===== src/area_average_rgb_downscaler_defines.svh =====
// ----------------------------------------------------------------------------
// area average rgb downscaler assertion macros
// shared property forms for the downscaler checks
// ----------------------------------------------------------------------------
`ifndef AREA_AVERAGE_RGB_DOWNSCALER_DEFINES_SVH
`define AREA_AVERAGE_RGB_DOWNSCALER_DEFINES_SVH

// same-cycle implication
`define AAD_ASSERT_IMPL(lbl, ante, cons) \
  lbl: assert property (@(posedge clk) disable iff (rst) (ante) |-> (cons)) \
    else $error("downscaler assertion failed");

// next-cycle implication
`define AAD_ASSERT_NEXT(lbl, ante, cons) \
  lbl: assert property (@(posedge clk) disable iff (rst) (ante) |=> (cons)) \
    else $error("downscaler assertion failed");

`endif


===== src/aad_pkg.sv =====
// ----------------------------------------------------------------------------
// aad_pkg
// shared sizes, types and helpers for the area average rgb downscaler
// ----------------------------------------------------------------------------
package aad_pkg;

  localparam int MAX_WIDTH  = 4096;
  localparam int MAX_HEIGHT = 4096;
  localparam int SIZE_W     = 13;
  localparam int COL_W      = $clog2(MAX_WIDTH);
  localparam int ROW_W      = $clog2(MAX_HEIGHT);
  localparam int PIX_W      = 8;
  localparam int NCH        = 3;
  localparam int SUM_W      = 32;
  localparam int ACC_W      = NCH * SUM_W;
  localparam int AREA_W     = 2 * SIZE_W;
  localparam int QSTEPS     = PIX_W;
  localparam int CNT_W      = $clog2(QSTEPS);
  localparam int CFG_IDX_W  = 2;

  localparam logic [CFG_IDX_W-1:0] CFG_SRC_WIDTH  = 2'd0;
  localparam logic [CFG_IDX_W-1:0] CFG_SRC_HEIGHT = 2'd1;
  localparam logic [CFG_IDX_W-1:0] CFG_DST_WIDTH  = 2'd2;
  localparam logic [CFG_IDX_W-1:0] CFG_DST_HEIGHT = 2'd3;

  typedef logic [NCH-1:0][SUM_W-1:0] rgb_sum_t;
  typedef logic [NCH-1:0][PIX_W-1:0] rgb_pix_t;

  function automatic logic [SIZE_W-1:0] clamp_size(input logic [SIZE_W-1:0] v,
                                                  input logic [SIZE_W-1:0] hi);
    logic [SIZE_W-1:0] r;
    if (v == '0) begin
      r = SIZE_W'(1);
    end else if (v > hi) begin
      r = hi;
    end else begin
      r = v;
    end
    return r;
  endfunction

endpackage


===== src/aad_div.sv =====
// ----------------------------------------------------------------------------
// aad_div
// three-channel restoring divider, one quotient bit per cycle
// ----------------------------------------------------------------------------
module aad_div (
  input  logic                                           clk,
  input  logic                                           rst,
  input  logic                                           start,
  input  aad_pkg::rgb_sum_t                              dividend,
  input  logic [aad_pkg::AREA_W-1:0]                     divisor,
  output logic                                           done,
  output logic [aad_pkg::NCH-1:0][aad_pkg::PIX_W-1:0]    quot
);

  aad_pkg::rgb_sum_t               rem;
  logic [aad_pkg::SUM_W:0]         dsh;
  logic [aad_pkg::CNT_W-1:0]       cnt;
  logic                            busy;

  always_ff @(posedge clk) begin
    if (rst) begin
      busy <= 1'b0;
      done <= 1'b0;
      cnt  <= '0;
    end else begin
      done <= 1'b0;
      if (start) begin
        busy <= 1'b1;
        cnt  <= aad_pkg::CNT_W'(aad_pkg::QSTEPS - 1);
      end else if (busy) begin
        cnt <= cnt - 1'b1;
        if (cnt == '0) begin
          busy <= 1'b0;
          done <= 1'b1;
        end
      end
    end
  end

  always_ff @(posedge clk) begin
    if (start) begin
      rem <= dividend;
      dsh <= (aad_pkg::SUM_W + 1)'(divisor) << (aad_pkg::QSTEPS - 1);
    end else if (busy) begin
      for (int ch = 0; ch < aad_pkg::NCH; ch++) begin
        if ({1'b0, rem[ch]} >= dsh) begin
          rem[ch]  <= aad_pkg::SUM_W'({1'b0, rem[ch]} - dsh);
          quot[ch] <= {quot[ch][aad_pkg::PIX_W-2:0], 1'b1};
        end else begin
          quot[ch] <= {quot[ch][aad_pkg::PIX_W-2:0], 1'b0};
        end
      end
      dsh <= dsh >> 1;
    end
  end

endmodule


===== config.mk =====
export PLATFORM = sky130hd
export DESIGN_NAME = aad_div
export DESIGN_NICKNAME = d
export VERILOG_FILES = /design/src/area_average_rgb_downscaler_defines.svh /design/src/aad_pkg.sv /design/src/aad_div.sv
export SDC_FILE = /design/constraint.sdc
export NUM_CORES = 1
export LEC_CHECK = 0
export ABC_AREA = 1
export BUFFER_PORTS_ARGS = -buffer_cell sky130_fd_sc_hd__clkbuf_2
export CAP_MARGIN = 20
export CORE_MARGIN = 8
export CORE_UTILIZATION = 32
export DETAILED_ROUTE_END_ITERATION = 7
export GPL_ROUTABILITY_DRIVEN = 0
export PLACE_DENSITY_LB_ADDON = 0.2
export SLEW_MARGIN = 20
export SYNTH_ARGS = -nofsm -noshare
export SYNTH_HDL_FRONTEND = slang
export SYNTH_SLANG_ARGS = --single-unit

===== constraint.sdc =====
create_clock -name clk -period 3.8 [get_ports clk]
set_input_delay 0.38 -clock clk [delete_from_list [all_inputs] [get_ports clk]]
set_output_delay 0.38 -clock clk [all_outputs]
set_load 0.02 [all_outputs]

# Yosys cells after proc, flatten, opt, wreduce, memory -nomap -nowiden
# Index checks and enable logic that the tools add are counted.
# word_totals
regBits,158
input_bits,125
word_cells,46
# op_classes
add_sub_neg,4
order_cmp,3
n_mux,16
bitwise_logic,2
n_reduce_logical,10
# ops
operator,count
$mux 96,2
$ge 32x33->1,3
$mux 32,3
$sub 32x32->32,3
$mux 33,2
$reduce_and 2->1,4
$reduce_bool 2->1,4
$mux 1,7
$mux 3,2
$logic_not 3->1,1
$reduce_or 3->1,1
$sub 3x1->3 const B,1
$not 1->1,2

# Longest topological paths before layout
# Gate-level depths: netlist of the first run.
# depth
word_depth,4
depth_mapped,15
mapped_depth_nobuf,15

# Least setup slack after synthesis of the first run
# No wires, ideal clock.
# synth_path
path_kind,reg2reg
from,register dsh[1] in the netlist's numbering
to,"register rem[32] in the netlist's numbering, enable pin"
setup_time_ns,0.389
t_arrival_ns,2.219
required_time_ns,3.411
slack_ns,1.191
path_stages_with_launch,15
path_buffers,0
synth_period_minus_slack_ns,2.609
path_cell_list,dfxtp_1 inv_1 ha_1 nand2_1 nor2_1 nand2_1 nand3_2 nand2_2 nand2_2 nand2_1 nand2_1 nand2_1 nand2_2 nand2_1 nand2_1
# synth_between
elab_chain_len,3
# synth_lines
item,line_no,text
"start, declared",aad_div.sv:16,logic [aad_pkg::SUM_W:0] dsh;
"start signal, assigned",aad_div.sv:43,dsh <= (aad_pkg::SUM_W + 1)'(divisor) << (aad_pkg::QSTEPS - 1);
"start signal, assigned",aad_div.sv:53,dsh <= dsh >> 1;
$ge 32x33->1,aad_div.sv:46,"if ({1'b0, rem[ch]} >= dsh) begin"
$reduce_bool 2->1 (no source line),n/a,
$reduce_and 2->1 (no source line),n/a,
"end signal, assigned",aad_div.sv:42,rem <= dividend;
"end signal, assigned by index",aad_div.sv:47,"rem[ch] <= aad_pkg::SUM_W'({1'b0, rem[ch]} - dsh);"
"end, declared",aad_div.sv:15,aad_pkg::rgb_sum_t rem;
# No other way between the ends.
# A chain may end at the register's enable or synchronous reset.

# Worst setup path in the final report of the first run
# layout_path
from,register dsh[1] in the netlist's numbering
to,"register rem[55] in the netlist's numbering, enable pin"
# Same word-level chain as after synthesis.

==> results of run 1 <==
==> worst min path at each step <==
stage,start,depth (start not counted),end
finish,divisor[25],3,dsh[32]$_DFFE_PP_
global route,divisor[25],3,dsh[32]$_DFFE_PP_
CTS,rst,2,done$_SDFF_PP0_
detailed placement,quot[9]$_DFFE_PP_,0,quot[10]$_DFFE_PP_
global placement,quot[9]$_DFFE_PP_,0,quot[10]$_DFFE_PP_
floorplan,cnt[1]$_SDFFE_PP0P_,2,cnt[1]$_SDFFE_PP0P_
==> sequential cells by signal, indices dropped and copies added, names as in the netlist <==
signal / count
rem: 96
dsh: 33
quot: 24
cnt: 3
busy: 1
done: 1
==> per-layer routing <==
layer | vias up | GRT usage [%] | share of wire [%]
met3 | 52 | 2.700 | 5.5
met1 | 5873 | 24.87 | 47
met2 | 383 | 29.61 | 45
met5 | - | 0 | 0
met4 | 0 | 5.331 | 2.3
li1 | 6830 | - | -
==> critical path, cell delays in order, from the launching register on <==
cell,delay (ns)
sky130_fd_sc_hd__dfxtp_1,0.51
sky130_fd_sc_hd__inv_1,0.22
sky130_fd_sc_hd__ha_1,0.36
sky130_fd_sc_hd__nand2_1,0.05
sky130_fd_sc_hd__nor2_1,0.10
sky130_fd_sc_hd__nand2_1,0.07
sky130_fd_sc_hd__nand3_2,0.11
sky130_fd_sc_hd__nand2_2,0.06
sky130_fd_sc_hd__nand2_2,0.11
sky130_fd_sc_hd__nand2_1,0.09
sky130_fd_sc_hd__nand2_1,0.09
sky130_fd_sc_hd__nand2_1,0.07
sky130_fd_sc_hd__nand2_2,0.06
sky130_fd_sc_hd__nand2_1,0.04
sky130_fd_sc_hd__nand2_1,0.06
sky130_fd_sc_hd__buf_4,0.41
==> stage by stage <==
stage / hold slack (ns) / power [W] / utilization, %
CTS: 0.1367 / 0.008001 / 37.21
global placement: 0.4334 / 0.006111 / 35.80
floorplan: 0.4512 / 0.005129 / -
detailed placement: 0.4350 / 0.006157 / 35.80
global route: 0.1680 / 0.008630 / 37.21
finish: 0.1682 / 0.007978 / 37.21
==> kinds of logic after synthesis <==
logic type / after synthesis
flops: 158
buf+inv: 446
simple gates: 1208
xor+xnor: 26
fa+ha+maj: 101
compound gates: 170
==> power by group <==
part	switching (W)	internal [W]
logic	0.00254	0.00127
registers	0.000106	0.00224
clock network	0.000872	0.000943
==> placed cells by master (no fill, tap or decap), drive strengths merged <==
master | Yosys | layout
a211oi | 2 | 2
a21o | 2 | 2
a21oi | 74 | 74
a221oi | 2 | 2
a22oi | 2 | 2
and2 | 2 | 2
buf | 15 | 12
bufinv | 0 | 1
clkbuf | 13 | 165
clkinv | 0 | 2
clkinvlp | 0 | 2
dfxtp | 12 | 12
edfxtp | 146 | 146
fa | 3 | 3
ha | 98 | 98
inv | 418 | 428
nand2 | 909 | 909
nand3 | 121 | 121
nand3b | 13 | 13
nand4 | 5 | 5
nor2 | 140 | 140
nor3 | 12 | 12
o21ai | 75 | 75
o21bai | 7 | 7
o22ai | 6 | 6
or2 | 6 | 6
xnor2 | 26 | 26
==> final cells by class <==
type                       instances  area share [%]
tap                              539           4.301
sequential                       158           29.49
inverter                         418           10.01
clock inverter                    15           1.093
multi-input combinational       1505           47.07
clock buffer                      17           2.713
timing repair buffer             160           5.323
==> Flow_metrics.wiki, run 1 <==
{| class="wikitable"
! Metric !! Value
|-
| Initial antenna violation count || 0
|-
| Final Worst Setup Slack || 0.9932 ns
|-
| Share of flip-flops with an asynchronous set or reset || 0%
|-
| Number of inserted filler cells in the final layout || 4572
|-
| Endpoints failing setup || 0
|-
| Maxcap violations || 0
|-
| DIE HEIGHT || 222.8 um
|-
| Arrival time reported for the critical path endpoint || 2.90 ns
|-
| Primary FF master, synth || sky130_fd_sc_hd__edfxtp_1
|-
| CTS tree || built
|-
| Worst setup slack after placement || 1.005 ns
|-
| Outcome || finished clean
|-
| Starting Density || 32.49%
|-
| Cells after Synth || 2109
|-
| Fraction of layout cells with a size suffix above 1 || 11.35%
|-
| Clock transition time at the flip-flop clock pins of the worst setup and hold paths || 0.08 ns
|-
| Post-synthesis net count || 2335
|-
| Power Dens Cells || 508.8 nW/um^2
|-
| List of most frequent post-synthesis cells || 881 x sky130_fd_sc_hd__nand2_1, 408 x sky130_fd_sc_hd__inv_1, 146 x sky130_fd_sc_hd__edfxtp_1
|-
| Remaining antenna violation count after routing || 0
|-
| Worst-case clock skew || 0.01449 ns
|-
| Via-per-instance ratio || 4.672
|-
| Yosys top cell by area || sky130_fd_sc_hd__edfxtp_1
|-
| IO Port Bufs || 149
|-
| Vias after detailed routing || 13140
|-
| Die area || 49650 um^2
|-
| Critical Path Sink Type || flip-flop
|-
| Detailed-router iteration count before antenna repair || 5
|-
| Biggest fanout along the worst timing path || 32
|-
| Top cell type's share of synthesized area || 32.03%
|-
| Routed wire length || 45550 um
|-
| Fraction of the mapped netlist area in adder cells || 9.397%
|-
| DPL Wire Length || 37570 um
|-
| RSZ-0062 raised after global routing || false
|-
| Depth of the most critical reg-to-reg path || 15
|-
| # H-tree levels || 4
|-
| Leakage power summed over all cells || 8.604 nW
|-
| Critical path data required time || 3.89 ns
|-
| Pin count of the biggest net entering global routing || 74
|-
| Multi-input logic area || 7380 um^2
|-
| Crit Reg-Reg Startpoint || dsh[1]$_SDFFE_PP0P_
|-
| Number of distinct library cells after synthesis || 36
|-
| Hold Path Class || primary input to flip-flop
|-
| Share of synthesized area spent on multiplexers || 0%
|-
| Number of DRC markers after the initial detailed-route iteration || 1140
|-
| Sum Neg Setup Slack || 0 ns
|-
| GRT Overall Usage || 18.25%
|-
| Category of the most critical setup path || flip-flop to flip-flop
|-
| Proportion of synthesized chip area in sequential cells || 33.78%
|-
| Core Area || 42130 um^2
|-
| Library cell with the highest instance count after synthesis || sky130_fd_sc_hd__nand2_1
|-
| Max_slew headroom || 52.81%
|-
| CTS Root Cell || sky130_fd_sc_hd__clkbuf_16
|-
| DRC viols || 0
|-
| Number of global-route vias before repair || 12800
|-
| Number of buffers added by the clock tree synthesis step || 17
|-
| RR Endpoint || rem[55]$_DFFE_PP_
|-
| Final period util || 73.86%
|-
| Maximum clock frequency || 0.3563 GHz
|-
| Std-Cell Rows || 75
|-
| Number of antenna cells inserted || 0
|-
| Final Instance Count excl. Fillers || 2812
|-
| Num Clock Sinks || 158
|-
| Yosys warning total || 0
|-
| Clock latency on the worst-skew pair || 0.46 ns
|-
| Hold violation total from the final report || 0
|-
| Critical Path Sink || rem[55]$_DFFE_PP_
|-
| Setup crit start kind || flip-flop
|-
| Post-route cell area || 15680 um^2
|-
| Complex-gate fraction of the synthesized area || 6.618%
|-
| Worst-case register-to-register setup slack || 0.99 ns
|-
| Combinational family with the most area after synthesis || simple AND/OR/NAND/NOR gates
|-
| Average instance area after synthesis || 6.490 um^2
|-
| Synthesis-stage register bit count || 158
|-
| Gr ovfl total || 0
|-
| # nets final || 2486
|-
| Post-placement cell area || 15080 um^2
|-
| Post-synthesis xor/xnor area fraction || 1.664%
|-
| Combined flip-flop and latch cell area || 4624 um^2
|-
| Number of flops mapped to enable cells by yosys || 146
|-
| Synthesized-area fraction occupied by and/or/nand/nor cells || 36.23%
|-
| Number of cells in the design after placement || 2780
|-
| Max Slew Vio Count || 0
|-
| Dominant cells by area after synthesis || sky130_fd_sc_hd__edfxtp_1 32%, sky130_fd_sc_hd__nand2_1 24%, sky130_fd_sc_hd__inv_1 11%, sky130_fd_sc_hd__ha_1 9.0%, sky130_fd_sc_hd__nand3_1 4.2%
|-
| Critical path launch point || dsh[1]$_SDFFE_PP0P_
|-
| Area of the mapped netlist || 13690 um^2
|-
| Top-Level Pins || 150
|-
| Slew of the pin with the lowest slew margin || 0.7068 ns
|-
| Final min period || 2.807 ns
|-
| Post-cts hold buffer count || 0
|-
| Maximum VDD drop || 0.2967 mV
|-
| Maximum root-to-sink buffer count || 2
|-
| Number of gates given a new drive strength after cts || 0
|-
| Buffers inserted during post-CTS setup optimization || 0
|-
| Width of the die || 222.8 um
|-
| Area growth from synthesis to layout || 14.54%
|-
| Wirelength per Cell || 16.20 um
|-
| Global-route wire length before repair || 71070 um
|}
Note: power is estimated with default switching activity, not from simulation.
==> inputs of run 2 (changes only) <==
==> constraint.sdc (replaced) <==
create_clock -name clk -period 2.3 [get_ports clk]
set_input_delay 0.23 -clock clk [delete_from_list [all_inputs] [get_ports clk]]
set_output_delay 0.23 -clock clk [all_outputs]
set_load 0.02 [all_outputs]
==> run 2 against run 1 <==
Effect of this change:
- the run now ends with negative setup slack left
- combinational power up 110%
- via count grew 4.1%
- design area increased by 17%
- first-iteration DRC count down 18%
- utilization grew 6.2 points
- clock skew about the same
- sequential power is 71% higher
- power grew 91%
- register-to-register slack lost 1.1 ns
- hold slack lost 0.14 ns
- critical path type unchanged
- highest routed layer unchanged
==> Flow_metrics.wiki, run 2 (same netlist as run 1, synthesis figures left out) <==
{| class="wikitable"
! Metric !! Value
|-
| Slowest library cell on the worst path || sky130_fd_sc_hd__edfxtp_1
|-
| Fraction of layout cells with a size suffix above 1 || 23.95%
|-
| Vias after detailed routing || 13680
|-
| Arrival time reported for the critical path endpoint || 2.59 ns
|-
| Worst-case register-to-register setup slack || -0.11 ns
|-
| Via-per-instance ratio || 4.580
|-
| Registers with the most flip-flops || rem x96, dsh x33, quot x24
|-
| Core Area || 42130 um^2
|-
| Power Dens Cells || 834.6 nW/um^2
|-
| Worst-case clock skew || 0.01448 ns
|-
| Number of global-route vias before repair || 13390
|-
| Critical Path Sink Type || flip-flop
|-
| Leakage power summed over all cells || 9.594 nW
|-
| DRC viols || 0
|-
| Num Clock Sinks || 158
|-
| Number of flip-flops in the largest register || 96
|-
| Routed wire length || 48540 um
|-
| Register ranked first by flip-flop count || rem
|-
| Max Slew Vio Count || 0
|-
| Hold violation total from the final report || 0
|-
| Std-Cell Rows || 75
|-
| # nets final || 2660
|-
| DIE HEIGHT || 222.8 um
|-
| Post-route cell area || 18280 um^2
|-
| Hold Path Class || primary input to flip-flop
|-
| Number of DRC markers after the initial detailed-route iteration || 933
|-
| Critical hold path startpoint || divisor[25]
|-
| Maxcap violations || 0
|-
| Detailed-router iteration count before antenna repair || 6
|-
| Biggest fanout along the worst timing path || 7
|-
| Initial antenna violation count || 0
|-
| Area growth from synthesis to layout || 33.52%
|-
| CTS Root Cell || sky130_fd_sc_hd__clkbuf_16
|-
| Maximum clock frequency || 0.4154 GHz
|-
| DPL Wire Length || 39170 um
|-
| Category of the most critical setup path || flip-flop to flip-flop
|-
| Width of the die || 222.8 um
|-
| Final Worst Setup Slack || -0.1073 ns
|-
| Top-Level Pins || 150
|-
| Post-placement cell area || 16340 um^2
|-
| Final period util || 104.7%
|-
| Slew of the pin with the lowest slew margin || 0.4665 ns
|-
| Endpoints failing setup || 35
|-
| RSZ-0062 raised after global routing || true
|-
| Max_slew headroom || 68.90%
|-
| GRT Overall Usage || 19.24%
|-
| Gr ovfl total || 0
|-
| Final Instance Count excl. Fillers || 2986
|-
| # H-tree levels || 4
|-
| Delay contributed by the slowest stage of the critical path || 0.51 ns
|-
| Failing checks || negative setup slack
|-
| Maximum VDD drop || 0.4899 mV
|-
| Clock latency on the worst-skew pair || 0.47 ns
|-
| Critical path data required time || 2.48 ns
|-
| CTS tree || built
|-
| Maximum root-to-sink buffer count || 2
|-
| Number of antenna cells inserted || 0
|-
| Overall power consumption || 0.01525 W
|-
| Number of cells in the design after placement || 2931
|-
| Remaining antenna violation count after routing || 0
|-
| IO Port Bufs || 149
|-
| Worst setup slack after placement || -0.1139 ns
|-
| Crit Reg-Reg Startpoint || rem[13]$_DFFE_PP_
|-
| Die area || 49650 um^2
|-
| Global-route wire length before repair || 74310 um
|-
| Setup crit start kind || flip-flop
|-
| Ordered list of cells on the worst path || ha_4 > nand2_4 > nor2_4 > nand2_4 > nor2_4 > nand3_2 > nand2_2 > nor2_2 > nand2_2 > nand2_2 > nand2_4 > buf_12 > buf_12 > clkbuf_16
|-
| Final min period || 2.407 ns
|-
| Clock transition time at the flip-flop clock pins of the worst setup and hold paths || 0.08 ns
|-
| Critical path launch point || rem[13]$_DFFE_PP_
|-
| Commonest non-fill, non-tap cell in the layout || sky130_fd_sc_hd__nand2_1
|-
| Outcome || finished with violations
|-
| Wirelength per Cell || 16.26 um
|-
| Highest-count cells in the layout ignoring fill and taps || 855 x sky130_fd_sc_hd__nand2_1, 375 x sky130_fd_sc_hd__inv_1, 165 x sky130_fd_sc_hd__buf_4
|-
| Pin count of the biggest net entering global routing || 111
|-
| Number of buffers added by the clock tree synthesis step || 17
|-
| Starting Density || 32.49%
|}
[run 2: changes by cell type in the layout (fill, tap and decap cells not counted), moves of 8 or more]
cell                      previous run  this run
sky130_fd_sc_hd__nand2_1           881       855
sky130_fd_sc_hd__ha_1               98        36
sky130_fd_sc_hd__nand3_2             7        15
sky130_fd_sc_hd__nand3_1           114       106
sky130_fd_sc_hd__nor2_2             13        23
sky130_fd_sc_hd__buf_12              0        13
sky130_fd_sc_hd__nor2_1            127       110
sky130_fd_sc_hd__inv_2              11        37
sky130_fd_sc_hd__ha_4                0        57
sky130_fd_sc_hd__nand2_2            22        41
sky130_fd_sc_hd__buf_4              11       165
sky130_fd_sc_hd__inv_1             407       375
[run 2: critical path: cells and delay by family, from the launching register on]
family,cells,cell delay [ns]
buffers and inverters,3,0.37
and+or+nand+nor,10,0.85
adders and majority gates,1,0.38
DFF,1,0.51
[run 2: metrics by stage]
stage	util [%]	TNS, ns	hold slack, ns
after global placement	38.78	-8.094	0.4347
final	43.38	-2.294	0.02723
after global routing	43.38	-10.90	0.03220
after detailed placement	38.78	-7.134	0.4360
after floorplan	-	0	0.3020
after CTS	41.85	-2.037	0.007893
[run 2: what timing repair did]
| item | in CTS | in global routing |
|---|---|---|
| endpoints found under the setup margin | 105 | 140 |
| endpoints found under the hold margin | 4 | 0 |
| cloned | 2 | 3 |
| setup buffers | 13 | 4 |
| pin swaps | 11 | 18 |
| resized for setup | 86 | 99 |
| hold buffers | 1 | 0 |
[run 2: where the power goes]
group	leakage (nW)	switching (W)	total [W]	internal (W)
clock network	0.295	0.00140	0.00307	0.00167
logic	7.75	0.00472	0.00816	0.00344
registers	1.55	0.000303	0.00402	0.00372
total	9.59	0.00642	0.0153	0.00883
[run 2: cell type report]
class                   instances  area (um^2)
clock inverters                14        171.4
flip-flops and latches        158         4626
clock buffers                  18        439.2
fillers                      4354        23860
multi-input cells            1505         8374
well taps                     539        674.4
repair buffers                334         2407
inverters                     418         1584
[run 2: worst paths after layout]
kind	endpoint	cells past startpoint
worst max-delay path	rem[21]$_DFFE_PP_	14
worst min-delay path	dsh[32]$_DFFE_PP_	3
worst max register to register	rem[21]$_DFFE_PP_	14
worst min register to register	quot[2]$_DFFE_PP_	0
[run 2: layer usage]
metal	share of wire, %	GRT usage (%)	up-vias
met2	46	31.89	346
met4	2.4	5.714	0
met5	0	0	-
li1	-	-	7192
met3	5.1	3.174	54
met1	47	25.46	6085
==> inputs of run 3 (changes only) <==
==> constraint.sdc (replaced) <==
create_clock -name clk -period 2.4 [get_ports clk]
set_input_delay 0.24 -clock clk [delete_from_list [all_inputs] [get_ports clk]]
set_output_delay 0.24 -clock clk [all_outputs]
set_load 0.02 [all_outputs]
==> run 3 against run 2 <==
Effect of this change:
- the run still ends with negative setup slack left
- clock power shrank 6%
- sequential share of layout area grew 1.7 points
- design area shrank 6.2%
- clock skew shrank 0.0024 ns
- combinational power shrank 14%
- hold slack gained 0.0071 ns
- non-clock buffer count shrank 87
- critical endpoint is now rem[70]$_DFFE_PP_
==> Flow_metrics.wiki, run 3 (same netlist as run 1, synthesis figures left out) <==
{| class="wikitable"
! Metric !! Value
|-
| Die area || 49650 um^2
|-
| Registers with the most flip-flops || rem x96, dsh x33, quot x24
|-
| Number of antenna cells inserted || 0
|-
| Arrival time reported for the critical path endpoint || 2.61 ns
|-
| Failing checks || negative setup slack
|-
| Top-Level Pins || 150
|-
| Width of the die || 222.8 um
|-
| Wirelength per Cell || 16.36 um
|-
| Endpoints failing setup || 25
|-
| Hold violation total from the final report || 0
|-
| Max_slew headroom || 67.56%
|-
| Starting Density || 32.49%
|-
| # H-tree levels || 4
|-
| Setup crit start kind || flip-flop
|-
| Number of buffers added by the clock tree synthesis step || 17
|-
| CTS tree || built
|-
| Detailed-router iteration count before antenna repair || 5
|-
| Vias after detailed routing || 13450
|-
| Worst setup slack after placement || -0.2941 ns
|-
| Highest-count cells in the layout ignoring fill and taps || 859 x sky130_fd_sc_hd__nand2_1, 389 x sky130_fd_sc_hd__inv_1, 148 x sky130_fd_sc_hd__clkbuf_2
|-
| Number of DRC markers after the initial detailed-route iteration || 1088
|-
| DPL Wire Length || 38520 um
|-
| Maximum VDD drop || 0.3950 mV
|-
| Core Area || 42130 um^2
|-
| Remaining antenna violation count after routing || 0
|-
| Pin count of the biggest net entering global routing || 109
|-
| Final min period || 2.427 ns
|-
| Global-route wire length before repair || 71200 um
|-
| DIE HEIGHT || 222.8 um
|-
| Maxcap violations || 0
|-
| Critical path data required time || 2.58 ns
|-
| Number of global-route vias before repair || 12890
|-
| Clock transition time at the flip-flop clock pins of the worst setup and hold paths || 0.08 ns
|-
| Maximum clock frequency || 0.4121 GHz
|-
| CTS Root Cell || sky130_fd_sc_hd__clkbuf_16
|-
| Commonest non-fill, non-tap cell in the layout || sky130_fd_sc_hd__nand2_1
|-
| Num Clock Sinks || 158
|-
| Final core utilization || 40.67%
|-
| DRC viols || 0
|-
| Initial antenna violation count || 0
|-
| Final Worst Setup Slack || -0.02654 ns
|-
| Std-Cell Rows || 75
|-
| Biggest fanout along the worst timing path || 5
|-
| Gr ovfl total || 0
|-
| Category of the most critical setup path || flip-flop to flip-flop
|-
| RSZ-0062 raised after global routing || true
|-
| Slew of the pin with the lowest slew margin || 0.4866 ns
|-
| Outcome || finished with violations
|-
| Worst-case clock skew || 0.01209 ns
|-
| Final period util || 101.1%
|-
| Maximum root-to-sink buffer count || 2
|-
| Leakage power summed over all cells || 9.143 nW
|-
| GRT Overall Usage || 18.46%
|-
| Final Hold Slack || 0.03438 ns
|-
| Fraction of layout cells with a size suffix above 1 || 18.69%
|-
| Number of flip-flops in the largest register || 96
|-
| Register ranked first by flip-flop count || rem
|-
| Via-per-instance ratio || 4.638
|-
| IO Port Bufs || 149
|-
| Max Slew Vio Count || 0
|-
| Number of inserted filler cells in the final layout || 4410
|-
| Clock latency on the worst-skew pair || 0.47 ns
|-
| Hold Path Class || primary input to flip-flop
|-
| Critical Path Sink Type || flip-flop
|-
| Power Dens Cells || 800.3 nW/um^2
|-
| Routed wire length || 47440 um
|-
| Area growth from synthesis to layout || 25.18%
|-
| # nets final || 2573
|}
run 3: cell types whose count changed in the layout (fill, tap and decap cells not counted), sizes merged:
cell,before,now
buf,181,94
bufbuf,1,0
bufinv,2,0
clkbuf,169,170
clkinv,3,6
inv,425,424
run 3: cell type report:
class	count	area [um^2]	share of cell area, %
Inverter	418	1577	9.200
Timing Repair Buffer	247	1688	9.850
Clock buffer	18	450.4	2.629
Tap cell	539	674.4	3.936
Clock inverter	14	167.7	0.9785
Multi-Input combinational cell	1505	7954	46.42
Sequential cell	158	4624	26.99
run 3: path summary, 6_finish.rpt:
kind	startpoint	end	slack (ns)	cells after the start
worst min register to register	quot[16]$_DFFE_PP_	quot[17]$_DFFE_PP_	0.45	0
worst min-delay path	divisor[25]	dsh[32]$_DFFE_PP_	0.03	3
worst max register to register	dsh[24]$_DFFE_PP_	rem[70]$_DFFE_PP_	-0.03	13
worst max-delay path	dsh[24]$_DFFE_PP_	rem[70]$_DFFE_PP_	-0.03	13
run 3: what timing repair did:
action | in CTS | in global routing
pin swaps | 0 | 23
endpoints found under the hold margin | 4 | 0
gates resized for setup | 20 | 101
hold buffers | 1 | 0
buffers inserted | 0 | 10
cloned | 0 | 5
endpoints found under the setup margin | 78 | 114
run 3: per-stage QoR:
step	area (um^2)	power [W]	instances	TNS, ns
after global routing	17140	0.01478	2899	-7.167
after global placement	15710	0.01021	2851	-9.101
final	17140	0.01371	2899	-0.4380
after floorplan	13700	0.008121	2109	0
after CTS	16460	0.01326	2884	0
after detailed placement	15710	0.01026	2851	-9.794
run 3: layer usage:
layer | GRT usage (%) | routed length, um
met5 | 0 | 0
met4 | 5.607 | 1078
met3 | 3.952 | 2913
met1 | 24.18 | 21850
met2 | 30.15 | 21600
run 3: report_power, final:
part	internal, W	switching [W]	total (W)
combinational	0.00269	0.00434	0.00703
clock	0.00147	0.00142	0.00289
sequential	0.00356	0.000235	0.00379
total	0.00772	0.00600	0.0137
run 3: worst max-delay path, cell delays in order, from the launching register on:
cell and delay (ns):
sky130_fd_sc_hd__edfxtp_1 0.38, sky130_fd_sc_hd__clkinvlp_4 0.15, sky130_fd_sc_hd__ha_4 0.31, sky130_fd_sc_hd__nand2_2 0.08, sky130_fd_sc_hd__nor2_4 0.18, sky130_fd_sc_hd__nand2_2 0.09, sky130_fd_sc_hd__nor3_4 0.24, sky130_fd_sc_hd__nand3_1 0.10
sky130_fd_sc_hd__nand2_1 0.07, sky130_fd_sc_hd__nor2_1 0.04, sky130_fd_sc_hd__nand2_2 0.08, sky130_fd_sc_hd__nand2_2 0.09, sky130_fd_sc_hd__nand2_8 0.14, sky130_fd_sc_hd__clkbuf_16 0.18
